--- config.mk ---
export PLATFORM = sky130hd
export DESIGN_NAME = prrb_ctrl
export DESIGN_NICKNAME = d
export VERILOG_FILES = /design/src/hw/rtl/prrb_pkg.sv /design/src/hw/rtl/prrb_ctrl.sv
export SDC_FILE = /design/constraint.sdc
export NUM_CORES = 1
export LEC_CHECK = 0
export ABC_AREA = 0
export BUFFER_PORTS_ARGS = -buffer_cell sky130_fd_sc_hd__buf_2
export CAP_MARGIN = 20
export CORE_AREA = 4 4 41 43
export DETAILED_ROUTE_END_ITERATION = 7
export DIE_AREA = 0 0 45 47
export PLACE_DENSITY_LB_ADDON = 0.1
export SLEW_MARGIN = 0
export SYNTH_ARGS = -nofsm -noshare
export SYNTH_HDL_FRONTEND = slang
export SYNTH_SLANG_ARGS = --single-unit
--- constraint.sdc ---
create_clock -name clk -period 1.6 [get_ports clk]
set_input_delay 0.32 -clock clk [delete_from_list [all_inputs] [get_ports clk]]
set_output_delay 0.32 -clock clk [all_outputs]
set_load 0.01 [all_outputs]
--- src/hw/rtl/prrb_pkg.sv ---
// shared constants, types and configuration index codes of the packet retransmit ring buffer
package prrb_pkg;

	localparam int MAX_PACK_WORDS = 32;
	localparam int RING_DEPTH     = 64;

	localparam int WORD_W    = 64;
	localparam int NUM_W     = 32;
	localparam int PW_CFG_W  = 6;
	localparam int RP_CFG_W  = 7;
	localparam int CFG_IDX_W = 2;

	localparam int LEN_W       = $clog2(MAX_PACK_WORDS + 1);
	localparam int WPOS_W      = (MAX_PACK_WORDS > 1) ? $clog2(MAX_PACK_WORDS) : 1;
	localparam int RING_W      = $clog2(RING_DEPTH + 1);
	localparam int SLOT_W      = (RING_DEPTH > 1) ? $clog2(RING_DEPTH) : 1;
	localparam int SLOTC_W     = RING_W + 1;
	localparam int OFF_W       = NUM_W + LEN_W + 3;
	localparam int HDR_W       = WORD_W + OFF_W + LEN_W;
	localparam int STORE_DEPTH = RING_DEPTH * MAX_PACK_WORDS;
	localparam int STORE_AW    = (STORE_DEPTH > 1) ? $clog2(STORE_DEPTH) : 1;

	localparam logic [CFG_IDX_W-1:0] CFG_PACK_WORDS   = CFG_IDX_W'(0);
	localparam logic [CFG_IDX_W-1:0] CFG_RING_PACKETS = CFG_IDX_W'(1);
	localparam logic [CFG_IDX_W-1:0] CFG_SESSION_TAG  = CFG_IDX_W'(2);

	localparam logic [PW_CFG_W-1:0] PACK_WORDS_RESET   = PW_CFG_W'(32);
	localparam logic [RP_CFG_W-1:0] RING_PACKETS_RESET = RP_CFG_W'(64);

	// what the output register is loaded with
	typedef enum logic [2:0] {
		SEL_LIVE_SESSION,
		SEL_LIVE_OFFSET,
		SEL_LIVE_WORD,
		SEL_RPL_SESSION,
		SEL_RPL_OFFSET,
		SEL_RPL_DATA
	} emit_sel_t;

	typedef struct packed {
		logic      accept;
		logic      live_start;
		logic      emit;
		emit_sel_t sel;
		logic      live_commit;
		logic      win;
		logic      slot_calc;
		logic      hdr_rd;
		logic      data_first;
		logic      data_next;
	} ctl_t;

	typedef struct packed {
		logic in_op;
		logic word_pos_zero;
		logic out_free;
		logic in_window;
		logic slot_ok;
		logic data_last;
	} sts_t;

endpackage

--- src/hw/rtl/prrb_ctrl.sv ---
// sequencer for live packets and replays
module prrb_ctrl (
	input  logic           clk,
	input  logic           arst_n,
	input  logic           in_valid,
	output logic           in_ready,
	input  prrb_pkg::sts_t sts,
	output prrb_pkg::ctl_t ctl
);

	typedef enum logic [3:0] {
		ST_IDLE,
		ST_LIVE_HDR0,
		ST_LIVE_HDR1,
		ST_LIVE_WORD,
		ST_REQ_WIN,
		ST_REQ_SLOT,
		ST_REQ_CHECK,
		ST_REQ_FETCH,
		ST_RPL_HDR0,
		ST_RPL_HDR1,
		ST_RPL_DATA
	} state_t;

	state_t state_q;
	state_t state_d;

	always_ff @(posedge clk or negedge arst_n) begin
		if (!arst_n) begin
			state_q <= ST_IDLE;
		end else begin
			state_q <= state_d;
		end
	end

	always_comb begin
		state_d  = state_q;
		ctl      = '0;
		ctl.sel  = prrb_pkg::SEL_LIVE_WORD;
		in_ready = 1'b0;
		unique case (state_q)
			ST_IDLE: begin
				in_ready = 1'b1;
				if (in_valid) begin
					ctl.accept = 1'b1;
					if (!sts.in_op) begin
						ctl.live_start = sts.word_pos_zero;
						state_d = sts.word_pos_zero ? ST_LIVE_HDR0 : ST_LIVE_WORD;
					end else begin
						state_d = ST_REQ_WIN;
					end
				end
			end
			ST_LIVE_HDR0: begin
				if (sts.out_free) begin
					ctl.emit = 1'b1;
					ctl.sel  = prrb_pkg::SEL_LIVE_SESSION;
					state_d  = ST_LIVE_HDR1;
				end
			end
			ST_LIVE_HDR1: begin
				if (sts.out_free) begin
					ctl.emit = 1'b1;
					ctl.sel  = prrb_pkg::SEL_LIVE_OFFSET;
					state_d  = ST_LIVE_WORD;
				end
			end
			ST_LIVE_WORD: begin
				if (sts.out_free) begin
					ctl.emit        = 1'b1;
					ctl.sel         = prrb_pkg::SEL_LIVE_WORD;
					ctl.live_commit = 1'b1;
					state_d         = ST_IDLE;
				end
			end
			ST_REQ_WIN: begin
				ctl.win = 1'b1;
				state_d = ST_REQ_SLOT;
			end
			ST_REQ_SLOT: begin
				if (sts.in_window) begin
					ctl.slot_calc = 1'b1;
					state_d       = ST_REQ_CHECK;
				end else begin
					state_d = ST_IDLE;
				end
			end
			ST_REQ_CHECK: begin
				if (sts.slot_ok) begin
					ctl.hdr_rd = 1'b1;
					state_d    = ST_REQ_FETCH;
				end else begin
					state_d = ST_IDLE;
				end
			end
			ST_REQ_FETCH: begin
				ctl.data_first = 1'b1;
				state_d        = ST_RPL_HDR0;
			end
			ST_RPL_HDR0: begin
				if (sts.out_free) begin
					ctl.emit = 1'b1;
					ctl.sel  = prrb_pkg::SEL_RPL_SESSION;
					state_d  = ST_RPL_HDR1;
				end
			end
			ST_RPL_HDR1: begin
				if (sts.out_free) begin
					ctl.emit = 1'b1;
					ctl.sel  = prrb_pkg::SEL_RPL_OFFSET;
					state_d  = ST_RPL_DATA;
				end
			end
			ST_RPL_DATA: begin
				if (sts.out_free) begin
					ctl.emit = 1'b1;
					ctl.sel  = prrb_pkg::SEL_RPL_DATA;
					if (sts.data_last) begin
						state_d = ST_IDLE;
					end else begin
						ctl.data_next = 1'b1;
					end
				end
			end
			default: begin
				state_d = ST_IDLE;
			end
		endcase
	end

endmodule

======== Yosys cells after proc, flatten, opt, wreduce, memory -nomap -nowiden ========
Cells that the tools add are included.
storage, ports and cells
  flip-flop bits (word level) ............. 4
  input port bits ......................... 9
  output and inout bits ................... 13
  word-level logic and storage cells ...... 55
operators by class
  eq/ne operators ......................... 18
  muxes and demuxes ....................... 34
  reductions and logical operators ........ 2
operator list
  cell                                                                   count
  4-bit 2-to-1 mux                                                       13
  4-bit case mux with 11 select lines                                    1
  4-bit case mux with 6 select lines                                     1
  4-bit by 3-bit equality test with 1-bit output, second input constant  4
  2-bit != test, second input constant                                   8
  4-bit equality test, second input constant                             3
  1-bit 2-to-1 mux                                                       12
  3-bit 2-to-1 mux                                                       3
  4-bit by 2-bit equality test with 1-bit output, second input constant  2
  8-bit AND reduction                                                    1
  2-bit 2-to-1 mux                                                       3
  5-bit 2-to-1 mux                                                       1
  4-bit by 1-bit equality test with 1-bit output, second input constant  1
  4-bit logical NOT                                                      1

======== Longest topological paths before layout ========
Gate-level depths: netlist of run 1.
  depth in word-level cells ............... 4
  gate-level depth with buffers ........... 5
  depth with buffers taken out ............ 4

======== Least setup slack after synthesis of run 1 ========
No wires, ideal clock.
  kind .................................... flip-flop to output port
  start ................................... register state_q[2]
  end ..................................... output port ctl[10] (netlist bit)
  arrival ................................. 1442 ps
  required time ........................... 1280 ps
  path slack .............................. -162 ps
  cell stages (with the launch flop) ...... 5
  buffers on the path ..................... 1
  path through ............................ dfrtp_1 buf_2 nor4_1 and2_1 and3b_1
RTL lines
  element                 RTL line         RTL
  start, declared         prrb_ctrl.sv:25  state_t state_q;
  start signal, assigned  prrb_ctrl.sv:32  state_q <= state_d;
  end, declared           prrb_ctrl.sv:8   output prrb_pkg::ctl_t ctl

==> results of run 1 <==
==> power by group <==
| part | internal [mW] | total [mW] | switching [mW] | leakage (nW) |
|---|---|---|---|---|
| Sequential | 0.154 | 0.238 | 0.0846 | 0.0471 |
| Combinational | 0.669 | 1.28 | 0.615 | 0.336 |
| Clock | 0.0836 | 0.122 | 0.0383 | 0.0138 |
==> layout make-up <==
class	instances	area (µm²)	share of cell area [%]
Sequential cell	4	104	12.6
Multi-Input combinational cell	52	393	47.6
Tap cell	15	18.8	2.28
Timing Repair Buffer	39	269	32.6
Clock buffer	3	22.5	2.73
Inverter	4	17.5	2.12
==> synth_stat cells, drive strengths merged <==
library cell	number	area share, %
nand2	7	6.1
nor2	7	6.1
a21oi	6	7.0
dfrtp	4	23
inv	4	3.5
o21ai	4	4.7
nor2b	3	4.4
nor3	3	3.5
nor4	3	4.4
and3	2	2.9
buf	2	2.3
clkbuf	2	1.7
nand2b	2	2.9
nand3	2	2.3
a31o	1	2.0
and2	1	1.5
and3b	1	2.0
mux2i	1	2.3
nor4b	1	2.0
o211ai	1	1.7
o21bai	1	1.7
o221a	1	2.6
o22ai	1	1.5
o32a	1	2.3
o32ai	1	2.0
or2	1	1.5
or4	1	1.7
==> placed cells by master, fill, tap and decap left out, types with 2 or more instances in the layout <==
cell type,instances
inv_2,2
clkbuf_4,3
buf_4,8
buf_2,21
o21ai_0,3
and3_1,2
dfrtp_2,3
nand2_2,2
nand3_1,2
buf_6,8
nor3_2,2
nand2_1,5
a21oi_1,5
nor2_2,3
nor2_1,3
==> through the flow <==
| stage | cells | hold slack (ns) |
|---|---|---|
| after global routing | 117 | 0.428 |
| after global placement | 103 | 0.132 |
| final | 117 | 0.421 |
| after detailed placement | 103 | 0.128 |
| after CTS | 114 | 0.417 |
| after floorplan | 64 | 0.0244 |
==> final timing paths <==
kind,start,endpoint,slack (ns),depth (start not counted)
setup / recovery,state_q[1]$_DFFE_PN0P_,ctl[10],-0.11,4
hold / removal,arst_n,state_q[2]$_DFFE_PN0P_,0.42,2
min in group clk,sts[1],state_q[2]$_DFFE_PN0P_,0.52,3
hold reg to reg,state_q[0]$_DFFE_PN0P_,state_q[0]$_DFFE_PN0P_,0.71,3
setup reg to reg,state_q[1]$_DFFE_PN0P_,state_q[0]$_DFFE_PN0P_,0.04,7
max in group asynchronous,arst_n,state_q[0]$_DFFE_PN0P_,1.05,2
==> kinds of logic (layout without fill, tap and decap cells) <==
family	Yosys count	after routing	share of synthesized area (%)
AND/OR/NAND/NOR	34	34	41.3
multiplexers	1	1	2.33
buffers and inverters	8	46	7.56
flip-flops	4	4	23.3
AO/OA/AOI/OAI	17	17	25.6
==> timing repair <==
action / in CTS / in global routing
hold buffers: 1 / 0
gates resized for setup: 20 / 16
endpoints found under the setup margin: 12 / 14
setup buffers: 7 / 3
hold endpoints to repair: 4 / 0
pin swaps: 3 / 6
==> metal layers <==
metal	track usage [%]	up-vias	wire, µm
met5	0	-	0
met1	19.8	286	730
met2	24.9	27	745
met3	5.36	9	122
met4	8.77	0	53
li1	-	310	-
==> impl_summary.md, run 1 <==
Final layout
Measured on the finished design, the core utilization comes to 63.4%. The register with the most flip-flops in the final layout is state_q. The total inserted antenna cells is 0. Counting the fill cells in the layout gives between 100 and 150.

For this run, the post-layout net count is 113. After routing the design area is around 820 µm². The post-route netlist has between 60 and 70% of its cells at a drive strength greater than 1.

The largest registers in the layout are state_q x4. The number of flip-flops under the largest register name is 4. The area overhead of the layout relative to synthesis is 91.6%.

Setup path
Of all nets on the critical path, the largest fanout is 6. The setup path with the least slack is of type register to primary output. The worst setup path is captured at a primary output. In this design, the largest share of critical-path delay is due to simple AND/OR/NAND/NOR gates. The signal on the critical path passes through nor4_4, and2_1, and3b_1, buf_2.

The slowest library cell on the worst path is dfrtp_2. The worst endpoint required time is 1.28 ns. On the worst path, the slowest cell contributes a delay of approximately 0.46 ns.

Together, buffers and inverters on the worst path number 1. STA classifies the critical path startpoint as a register. The worst endpoint data arrival time is 1.39 ns.

Clocking
The tree is rooted in a clkbuf_4. The clock tree from TritonCTS is done. The clock transition at the register clock pins on the worst setup and hold paths after CTS is roughly 0.030 ns. Buffers inserted during clock tree synthesis total 3. CTS built an H-tree with a depth of 1.

The number of buffers on the longest clock path is 2. The TritonCTS sink count is 4. The later-pin clock latency in the skew report is about 0.23 ns.

Global route
The total global routing track utilization is 16.1%. The initial antenna violation count was 0. The remaining global-route overflow is 0. The number of global-route vias before repair is 568.

Entering global routing, the biggest net connects 8 pins. The global-route wire length before repair is 2420 µm.

Floorplan
The initial core utilization is 33.1%. The row count is 13. The die extent in y is 47 µm. The top-level port count is 22.

The horizontal extent of the die is around 45 µm. The die footprint is 2120 µm². The area inside the core boundary is around 1300 µm².

Min path
The path class of the lowest-slack min-delay path is input port to asynchronous set/reset pin.

STA
At the pin with the least slew margin, the transition time is 0.304 ns. The part of the cycle the worst path needs is 107%. Measured against its own limit, the worst slew margin works out to 79.6%. Setup repair after global routing could not meet its margin everywhere. The final-report setup violation count is 6.

The final critical-path required period is 1.71 ns. The final-report max-slew violation count came to 0. The final clock skew is 0.00106 ns.

Setup total negative slack on the finished layout was measured at -0.263 ns. The number of hold-slack violations in the final timing report is 0. The post-layout worst setup margin is -0.110 ns. The timing-limited maximum frequency is 0.585 GHz.

Power and ir drop
The worst-case IR drop observed on VDD is 1540 µV. The leakage power summed over all cells is 0.397 nW. The post-layout total power is roughly 1.6 mW. The power per unit of standard cell area is 2000 nW/µm².

Route
In this run, the number of DRC markers left after iteration 0 of detailed routing was 12. Dividing the detail-routed via count by the number of cells gives 5.40. For this run, design rule violations remaining after detail routing come to 0.

The count of nets left with antenna violations once routing finished came out at 0. Dividing the detail-routed wire length by the instance count gives 14.1 µm. The final routed wirelength across all metal layers is 1650 µm. The count of TritonRoute iterations in the first routing pass is 4. The routed layout has 632 vias.

Flow run
The number of max-cap violations is 0.

Placed design
At the end of routability-driven placement, the weighted congestion stood at 0.783. The placement-stage cell area is slightly above 600 µm². Prior to clock tree synthesis, the placed netlist has a worst setup slack of roughly 0.067 ns. The post-DP HPWL is 1110 µm.

Port buffering added 21 buffers.

Yosys
The post-synth net total is 73. Averaged over all synthesized cells, the footprint is 6.73 µm². The number of warnings printed during yosys synthesis is 0.

The sequential area share after synthesis is 23.3%. The distinct cell type count of the synthesized netlist is 27. The cell area that synthesis handed to floorplanning was 430 µm². The cell count after synthesis came out at 64. The synthesized design contains 4 register bits.

Status
The flow ran to the end, but the final reports show violations. The checks that failed: negative setup slack.
No activity file was read; power rests on OpenSTA's default activity.
==> run 2, diff against run 1 <==
Settings changed: PLACE_DENSITY_LB_ADDON 0.1 to 0.3.
==> impl_summary.md, run 2 (synthesis results as in run 1) <==
STA
The routed design could run at a clock period as short as 1.72 ns. The final clock skew is 0.000103 ns. Setup violations remaining at the end of the flow were counted as 5. The setup total negative slack is -0.275 ns. The part of the cycle the worst path needs is 107%.

Setup repair after global routing could not meet its margin everywhere. The final-report max-slew violation count is 0. The actual transition at the worst max-transition pin is around 0.25 ns. In this run the tightest slew margin relative to its limit is ~83%.

After layout, the worst setup slack is -0.116 ns. The number of hold-slack violations in the final timing report is 0. The timing-limited maximum frequency is between 0.5 and 0.6 GHz.

Placed design
The placement-stage cell area is 604 µm². The worst slack at placement is 0.0524 ns. At the end of routability-driven placement, the weighted congestion stood at 0.855. The quantity of I/O buffers inserted on ports is 21. The post-DP HPWL is 1070 µm.

Global route
Global routing consumed, over all layers together, 15.8% of the routing resources. Summed over all layers, the global routing overflow is 0. The initial antenna violation count is 0. The pin count of the biggest net entering global routing is 8. The number of global-route vias before repair is 595. The first global-routing pass estimated 2460 µm of wire.

Final layout
The share of cells above drive strength 1 is 61.3%. The largest registers in the layout are state_q x4. Summing all flip-flop and latch instances after layout gives a little over 100 µm². The total inserted antenna cells is 0.

In the layout the commonest cells are buf_2, buf_4, a21oi_1. The register with the most flip-flops in the layout has 4 of them. After filler insertion, the fill cell instance count of the layout stands at 132. The utilization of the core after routing is 62.5%.

Leaving out fill and tap cells, the most frequent cell in the layout is buf_2. state_q holds more flip-flops than any other register. From synthesis to final layout, the design area changed by 89.0%. The post-route standard cell area excluding fillers is between 800 and 900 µm². The count of nets after finishing is 117.

The multi-input combinational cells in the finished layout cover a total of 374 µm².

Setup path
The kind of start point of the critical path is a register. The worst setup path is captured at a primary output. For the worst setup path, the data arrival time is 1.40 ns.

The setup path with the least slack is of type register to primary output. The startpoint identified for the worst register-to-register timing path is state_q[3]$_DFFE_PN0P_. At the worst endpoint, the required time is 1.28 ns.

The worst setup slack for register-to-register paths is 0.04 ns. The largest fanout on the critical path is 7. The endpoint of the lowest-slack register-to-register path is state_q[1]$_DFFE_PN0P_. The depth of the worst register-to-register path is 6.

Route
After detailed routing, the number of vias per cell comes to between 5 and 6. For this run, design rule violations remaining after detail routing come to 0. The detailed router's first-iteration violation count is 6. Summed over all layers, the routed wires come to approximately 1500 µm.

The count of nets left with antenna violations once routing finished came out at 0. The average wire per standard cell is ~13 µm. The count of TritonRoute iterations in the first routing pass is 4.

The count of vias placed by the detailed router is a little over 600.

Clocking
Clock-pin slew was measured on the worst setup and hold paths at 0.04 ns. The tree is rooted in a clkbuf_4. In this run, CTS created clock tree buffers numbering 3.

The maximum level of the CTS H-tree is 1. Clock latency on the worst-skew pair, taken at its later pin, is ~0.23 ns. TritonCTS built the clock tree.

The TritonCTS sink count is 4. The number of buffers on the longest clock path is 2.

Floorplan
The initialized floorplan defines 13 standard-cell rows. During I/O placement, the number of pins put on the boundary was 22. The initial core utilization is about 33%. The die extent in y is about 47 µm. The horizontal extent of the die is 45 µm. The die footprint is 2120 µm². The region available for standard cell placement spans 1300 µm².

Power and ir drop
The maximum resistive drop on vdd is around 1100 µV. The leakage power summed over all cells is between 0.4 and 0.5 nW. Dividing total power by cell area gives a power density of 1840 nW/µm². The completed layout was analyzed and its total power is between 1 and 1.5 mW.

Min path
The path class of the lowest-slack min-delay path is input port to asynchronous set/reset pin.

Flow run
Max-cap violations in this run came to 0.

Status
The run finished, with violations left. The final reports fail on negative setup slack.
==> run 2: area by class of cell <==
type,count,area share (%)
flip-flops and latches,4,12.8
inverters,4,2.15
clock buffers,3,2.77
multi-input cells,52,46.0
repair buffers,43,34.0
well taps,15,2.31
==> run 2: timing repair <==
item | in CTS | in global routing
resized for setup | 14 | 10
pin swaps | 3 | 1
hold buffers | 1 | 0
setup endpoints to repair | 12 | 13
endpoints found under the hold margin | 4 | 0
buffers inserted | 11 | 3
==> run 2: through the flow <==
step / hold slack (ns) / cells
finish: 0.426 / 121
global route: 0.423 / 121
CTS: 0.409 / 118
detailed placement: 0.127 / 103
global placement: 0.127 / 103
floorplan: 0.0244 / 64
==> run 2: worst max-delay path by stage <==
stage                                  end  slack [ns]  cells after the start                    from
finish                             ctl[10]       -0.12                      4  state_q[1]$_DFFE_PN0P_
global route                       ctl[10]       -0.20                      4  state_q[1]$_DFFE_PN0P_
CTS                                ctl[10]       -0.11                      4  state_q[1]$_DFFE_PN0P_
detailed placement  state_q[1]$_DFFE_PN0P_        0.05                      4  state_q[1]$_DFFE_PN0P_
global placement    state_q[0]$_DFFE_PN0P_        0.07                      5  state_q[1]$_DFFE_PN0P_
floorplan                           ctl[5]      -0.009                      3  state_q[1]$_DFFE_PN0P_
==> run 2: layer usage <==
layer  up-vias  GRT usage (%)  share of wire [%]
met2        18           27.4                 51
met5         -              0                  0
met3         0           4.21                6.2
met4         0           4.09                  0
met1       282           19.4                 43
li1        319              -                  -
==> run 2: power breakdown <==
part	leakage, nW	switching (mW)	internal (mW)
sequential	0.0471	0.0684	0.154
combinational	0.343	0.562	0.592
clock	0.0138	0.0398	0.0838
==> run 2: critical path, stage by stage, from the launching register on <==
cell and delay, ns:
dfrtp_2 0.45, nor4_4 0.27, and2_4 0.18, and3b_1 0.14, buf_2 0.12
